$ cat src/hw/rtl/q2e_pkg.sv
// Shared widths, constants and the arctangent table of the quaternion-to-Euler pipeline.
`default_nettype none
package q2e_pkg;

    // Parameter defaults
    localparam int DATA_WIDTH_DEF  = 16;
    localparam int CORDIC_ITER_DEF = 16;

    // Internal widths
    localparam int PROD_W = 32;   // one component product, 28 fraction bits
    localparam int SUM_W  = 36;   // doubled product sums, 28 fraction bits
    localparam int MAG_W  = 28;   // magnitude of an unclamped pitch sine
    localparam int RAD_W  = 58;   // radicand 2^56 - s^2, padded to an even width
    localparam int ROOT_W = RAD_W / 2;
    localparam int REM_W  = ROOT_W + 3;
    localparam int CX_W   = 40;   // CORDIC x and y
    localparam int Z_W    = 32;   // angle accumulator, 24 fraction bits
    localparam int ANG_W  = 16;   // output angles, Q2.13

    localparam logic signed [SUM_W-1:0] ONE_Q28     = SUM_W'(64'sd268435456);
    localparam logic signed [Z_W-1:0]   HALF_PI_A24 = Z_W'(64'sd26353589);
    localparam logic signed [Z_W-1:0]   ROUND_A24   = Z_W'(64'sd1024);
    localparam logic signed [Z_W-1:0]   PI_Q13_Z    = Z_W'(64'sd25736);
    localparam logic signed [ANG_W-1:0] PI_Q13      = ANG_W'(64'sd25736);
    localparam logic signed [ANG_W-1:0] HALF_PI_Q13 = ANG_W'(64'sd12868);

    // Operands handed from the front end to the angle units
    typedef struct packed {
        logic                    valid;
        logic signed [SUM_W-1:0] sr;
        logic signed [SUM_W-1:0] cr;
        logic signed [SUM_W-1:0] sp;
        logic signed [SUM_W-1:0] sy;
        logic signed [SUM_W-1:0] cy;
        logic                    clamp;
    } q2e_ops_t;

    // atan(2^-i) with 24 fraction bits
    function automatic logic signed [Z_W-1:0] atan_tab(input int i);
        logic signed [Z_W-1:0] r;
        case (i)
            0:       r = Z_W'(64'sd13176795);
            1:       r = Z_W'(64'sd7778716);
            2:       r = Z_W'(64'sd4110060);
            3:       r = Z_W'(64'sd2086331);
            4:       r = Z_W'(64'sd1047214);
            5:       r = Z_W'(64'sd524117);
            6:       r = Z_W'(64'sd262123);
            7:       r = Z_W'(64'sd131069);
            8:       r = Z_W'(64'sd65536);
            9:       r = Z_W'(64'sd32768);
            10:      r = Z_W'(64'sd16384);
            11:      r = Z_W'(64'sd8192);
            12:      r = Z_W'(64'sd4096);
            13:      r = Z_W'(64'sd2048);
            14:      r = Z_W'(64'sd1024);
            15:      r = Z_W'(64'sd512);
            16:      r = Z_W'(64'sd256);
            17:      r = Z_W'(64'sd128);
            18:      r = Z_W'(64'sd64);
            19:      r = Z_W'(64'sd32);
            20:      r = Z_W'(64'sd16);
            21:      r = Z_W'(64'sd8);
            22:      r = Z_W'(64'sd4);
            23:      r = Z_W'(64'sd2);
            24:      r = Z_W'(64'sd1);
            default: r = '0;
        endcase
        return r;
    endfunction

endpackage
`default_nettype wire

$ cat src/hw/rtl/q2e_isqrt.sv
// Pipelined integer square root, one result bit per stage.
`default_nettype none
module q2e_isqrt (
    input  wire logic                          clk,
    input  wire logic                          rst_n,
    input  wire logic                          in_valid,
    input  wire logic [q2e_pkg::RAD_W-1:0]     rad,
    output logic                               out_valid,
    output logic [q2e_pkg::ROOT_W-1:0]         root
);
    import q2e_pkg::*;

    logic [RAD_W-1:0]  rad_reg  [ROOT_W];
    logic [REM_W-1:0]  rem_reg  [ROOT_W];
    logic [REM_W-1:0]  rem_next [ROOT_W];
    logic [ROOT_W-1:0] root_reg [ROOT_W];
    logic [ROOT_W-1:0] root_next[ROOT_W];
    logic              vld_reg  [ROOT_W];

    // One restoring step per stage
    always_comb
    begin
        logic [RAD_W-1:0]  rad_in;
        logic [REM_W-1:0]  rem_in;
        logic [ROOT_W-1:0] root_in;
        logic [REM_W-1:0]  rp;
        logic [REM_W-1:0]  t;
        for (int k = 0; k < ROOT_W; k++)
        begin
            if (k == 0)
            begin
                rad_in  = rad;
                rem_in  = '0;
                root_in = '0;
            end
            else
            begin
                rad_in  = rad_reg[k-1];
                rem_in  = rem_reg[k-1];
                root_in = root_reg[k-1];
            end
            rp = {rem_in[REM_W-3:0], rad_in[RAD_W-1-2*k -: 2]};
            t  = (REM_W'(root_in) << 2) | REM_W'(1);
            if (rp >= t)
            begin
                rem_next[k]  = rp - t;
                root_next[k] = {root_in[ROOT_W-2:0], 1'b1};
            end
            else
            begin
                rem_next[k]  = rp;
                root_next[k] = {root_in[ROOT_W-2:0], 1'b0};
            end
        end
    end

    // Advance the valid bits
    always_ff @(posedge clk or negedge rst_n)
    begin
        if (!rst_n)
        begin
            for (int k = 0; k < ROOT_W; k++)
                vld_reg[k] <= 1'b0;
        end
        else
        begin
            vld_reg[0] <= in_valid;
            for (int k = 1; k < ROOT_W; k++)
                vld_reg[k] <= vld_reg[k-1];
        end
    end

    // Advance the data
    always_ff @(posedge clk)
    begin
        rad_reg[0] <= rad;
        for (int k = 1; k < ROOT_W; k++)
            rad_reg[k] <= rad_reg[k-1];
        for (int k = 0; k < ROOT_W; k++)
        begin
            rem_reg[k]  <= rem_next[k];
            root_reg[k] <= root_next[k];
        end
    end

    assign out_valid = vld_reg[ROOT_W-1];
    assign root      = root_reg[ROOT_W-1];

endmodule
`default_nettype wire

$ cat config.mk
export PLATFORM = sky130hd
export DESIGN_NAME = q2e_isqrt
export DESIGN_NICKNAME = d
export VERILOG_FILES = /design/src/hw/rtl/q2e_pkg.sv /design/src/hw/rtl/q2e_isqrt.sv
export SDC_FILE = /design/constraint.sdc
export NUM_CORES = 2
export LEC_CHECK = 0
export ABC_AREA = 1
export ABC_CLOCK_PERIOD_IN_PS = 1800
export BUFFER_PORTS_ARGS = -buffer_cell sky130_fd_sc_hd__buf_2
export CELL_PAD_IN_SITES_DETAIL_PLACEMENT = 1
export CELL_PAD_IN_SITES_GLOBAL_PLACEMENT = 2
export CORE_MARGIN = 2
export CORE_UTILIZATION = 30
export DETAILED_ROUTE_END_ITERATION = 7
export GPL_TIMING_DRIVEN = 0
export PLACE_DENSITY = 0.75
export SKIP_LAST_GASP = 1
export SLEW_MARGIN = 20
export SYNTH_ARGS = -nofsm -noshare
export SYNTH_HDL_FRONTEND = slang
export SYNTH_SLANG_ARGS = --single-unit
$ cat constraint.sdc
create_clock -name clk -period 1.8 [get_ports clk]
set_input_delay 0.27 -clock clk [delete_from_list [all_inputs] [get_ports clk]]
set_output_delay 0.27 -clock clk [all_outputs]
set_load 0.005 [all_outputs]
==> results <==
- The flow ran to the end, but the final reports show violations.
- The final reports fail on negative setup slack.
- The share of post-route cells with drive strength above 1 is 28.0%.
- The most repeated library cell on the critical path is nand2_4.
- The site row count is 202.
- The core area is slightly above 300000 µm².
- The net count of the mapped netlist is 13200.
- The via count of the first global-routing pass is ~85000.
- The worst slew slack as a fraction of its limit is 61.5%.
- For this run, asynchronously set or reset flops after synthesis account for 1.40%.
- CTS built an H-tree with a depth of 4.
- After layout, the worst path uses 118% of the clock period.
- The clock passes through at most 4 buffers.
- The most common flop cell mapped by yosys is dfxtp_1.
- Counting instances in the post-synthesis netlist gives the leading cell types as 4200 x nand2_1, 2221 x inv_1, 2045 x dfxtp_1.
- For this run, the number of Yosys warnings is 0.
- The setup clock skew after layout is slightly below 90 ps.
- The worst flop-to-flop path startpoint is root_reg[1][185]$_DFF_P_.
- The min-delay analysis places its worst path in the category input port to flop.
- In this run the static leakage power is 61.8 nW.
- In the final routed layout, each cell accounts on average for 18.1 µm.
- The final route contains 82300 vias.
- Once the floorplan was initialized, standard cells occupied 30.1% of the core.
- Based on the critical path, the design can be clocked at up to roughly 470 MHz.
- Synthesis inferred 2074 register bits.
- The area share of the largest cell type after synthesis is between 40 and 50%.
- VDD sags by at most ~1 mV.
- The cell area after synthesis is 91000 µm².
- The cell with the largest stage delay on the worst path is dfxtp_2.
- The number of top-level pins is 91.
- The average size of a mapped cell is 7.21 µm².
- The number of setup violations in the final report is 720.
- The flip-flop count of the largest register after layout is 812.
- The count of input and output buffers is 90.
- Yosys attributes the largest share of cell area to dfxtp_1 45%, nand2_1 17%, inv_1 9.2%.
- Clock-pin slew was measured on the worst setup and hold paths at 60 ps.
- The relative area change from synthesis to final layout is 38.2%.
- The final period demand of the worst path is 2120 ps.
- The CTS tree is done.
- The routed via count divided by cell count is 4.58.
- At the end of the flow the core is filled with cells to about two fifths.
- For this run, the detailed router's first-pass iteration total came to 7.
- The count of mapped cells out of synthesis is 12600.
- The number of cells on the worst reg-to-reg path is 14.
- The source-to-sink clock delay at the later pin of the worst-skew pair is 930 ps.
- The kind of critical path is flop to flop.
- The worst-path maximum fanout is 6.
- For this run, the slowest stage of the critical path takes 360 ps.
- The net count of the finished layout is 14300.
- The worst setup path is captured at a flop.
- The final-report hold violation count is 0.
- The count of flip-flops with a built-in enable after synthesis is 0.
- The endpoint required time on the critical path is 2630 ps.
- The placed instance area is 96900 µm².
- The final layout contains routed wiring with a total length of 326000 µm.
- Data arrives at the worst endpoint at 2950 ps.
- The cell accounting for the most synthesized area is dfxtp_1.
- The worst hold path startpoint is rad[0].
- In this run the remaining antenna-violating nets after routing total 0.
- The clock net in this run drives a total of roughly 2100 sinks.
- The floorplan step defined a die boundary enclosing 308000 µm².
- The half-perimeter wire length of the detailed placement result is 245000 µm.
- Setup repair after global routing could not meet its margin everywhere.
- The global router's overall resource usage is 19.9%.
- In this run the critical register-to-register path is captured at rem_reg[1][230]$_DFF_P_.
- The initial DRC count is 3831.
- The total negative setup slack is -108210 ps.
- The final non-filler cell area is approximately 130000 µm².
- The kind of start point of the critical path is a flop.
- The share of the Yosys chip area taken by registers is 45.8%.
- The worst hold path was traced through 2 stages.
- The tree is rooted in a clkbuf_16.
- At the end of routability-driven placement, the weighted congestion stood at 0.900.
- The power per standard cell area is 1280 nW/µm².
- The clock buffer count from CTS is 225.
- The most frequent cell after synthesis is nand2_1.
- The total DRC errors in the routed layout is 0.
- The count of filler cells inserted in the layout is 36100.
- The total global routing overflow is 0.
- After layout, the worst setup slack is -323 ps.
- The first global-routing pass estimated 483000 µm of wire.
- The chip width is 555 µm.
- The number of antenna violations at the first check in global routing is 6.
- Total power for the finished layout comes to between 0.15 and 0.2 W.
- The number of maximum-capacitance violations is 0.
- The post-synthesis cell type count is 53.
- The final max-slew violation count is 0.
- The worst slack on hold paths is ~80 ps.
- The die is ~550 µm tall.
- The end point of the worst hold path is rad_reg[0][0]$_DFF_P_.
- For flop-to-flop paths, the worst setup slack is -320 ps.
- Traced cell by cell, the critical path runs through inv_2, ha_4, nand2_4, inv_4, nand2_4, nor2_4, nand4_1, nand3_4, nand2_2, nand2_4, buf_12, clkbuf_16, nand2_1, nand2_1.
- For the pin with the worst max-slew slack, the measured transition is between 500 and 600 ps.
- The pin count of the biggest net entering global routing is 30.
==> critical path, delay by kind of cell (launching register included) <==
kind / cells / cell delay (ps)
buffers and inverters: 4 / 390
flip-flops: 1 / 360
AND/OR/NAND/NOR: 9 / 1020
adder cells (fa/ha/maj): 1 / 280
==> worst max-delay path by stage <==
stage                              from                      end  slack [ps]  cells past startpoint
2_1_floorplan   root_reg[1][58]$_DFF_P_  rem_reg[1][118]$_DFF_P_         0.7                     11
3_3_place_gp    rad_reg[0][782]$_DFF_P_  rem_reg[0][471]$_DFF_P_       -1010                     12
3_5_place_dp    rad_reg[0][782]$_DFF_P_  rem_reg[0][471]$_DFF_P_       -1080                     12
4_1_cts        root_reg[1][175]$_DFF_P_  rem_reg[1][248]$_DFF_P_        -290                     14
5_1_grt        root_reg[0][419]$_DFF_P_  rem_reg[0][488]$_DFF_P_        -420                     12
6_report       root_reg[1][185]$_DFF_P_  rem_reg[1][230]$_DFF_P_        -320                     14
==> final cells by class <==
| cell class | instances | area [µm²] | area share [%] |
|---|---|---|---|
| tap | 3978 | 4980 | 3.95 |
| antenna | 4 | 10.0 | 0.00795 |
| clock inverter | 129 | 1680 | 1.34 |
| multi-input combinational | 8195 | 52000 | 41.3 |
| inverter | 2248 | 8590 | 6.83 |
| timing repair buffer | 957 | 8330 | 6.62 |
| buffer | 105 | 1590 | 1.27 |
| clock buffer | 283 | 6200 | 4.93 |
| sequential | 2074 | 42500 | 33.8 |
| timing repair inverter | 1 | 6.26 | 0.00497 |
==> cells in the final DEF (no fill, tap or decap), types with 107 or more instances in the layout <==
master	n
nand2_1	3548
inv_1	1988
dfxtp_1	1528
nor2_1	778
buf_4	684
nand3_1	662
nand2_2	442
dfxtp_2	439
ha_4	378
a21oi_1	297
clkbuf_16	256
xor2_1	230
inv_2	227
nand2_4	223
o21ai_0	201
nand4_1	164
a21oi_2	149
nor2_4	135
nor2_2	115
dlygate4sd3_1	107
==> routing by layer <==
metal  up-vias  share of wire [%]  global-route usage [%]
met1     39600                 44                    25.3
met4         0                2.9                    5.25
li1      41200                  -                       -
met5         -                  0                       0
met2      1080                 50                    35.5
met3       462                3.0                    1.96
==> timing repair <==
action	4_1_cts	5_1_grt
pin swaps	225	593
hold buffers	108	0
cloned	15	33
resized for setup	1557	1958
endpoints found under the setup margin	819	822
endpoints found under the hold margin	89	0
setup buffers	250	464
==> stage by stage <==
stage / worst slack (ps) / instances
6_report: -323 / 18000
5_1_grt: -417 / 18000
4_1_cts: -295 / 17500
3_5_place_dp: -1080 / 16700
3_3_place_gp: -1010 / 16700
2_1_floorplan: 0.667 / 12600
==> power breakdown <==
| part | switching, W | leakage [nW] | internal (W) | total (W) |
|---|---|---|---|---|
| Combinational | 0.0300 | 40.7 | 0.0205 | 0.0504 |
| Sequential | 0.00854 | 17.3 | 0.0541 | 0.0627 |
| Clock | 0.0198 | 3.81 | 0.0286 | 0.0484 |
==> logic make-up (layout without fill, tap and decap cells) <==
group | Yosys count | count (layout) | synth area share (%)
AO/OA/AOI/OAI | 881 | 881 | 5.03
XOR/XNOR | 333 | 333 | 3.20
adder cells (fa/ha/maj) | 466 | 466 | 6.40
buffers and inverters | 2356 | 3723 | 10.1
flip-flops | 2074 | 2074 | 45.8
other | 1 | 5 | 0.00412
AND/OR/NAND/NOR | 6514 | 6514 | 29.5
Note: power is estimated with default switching activity, not from simulation.
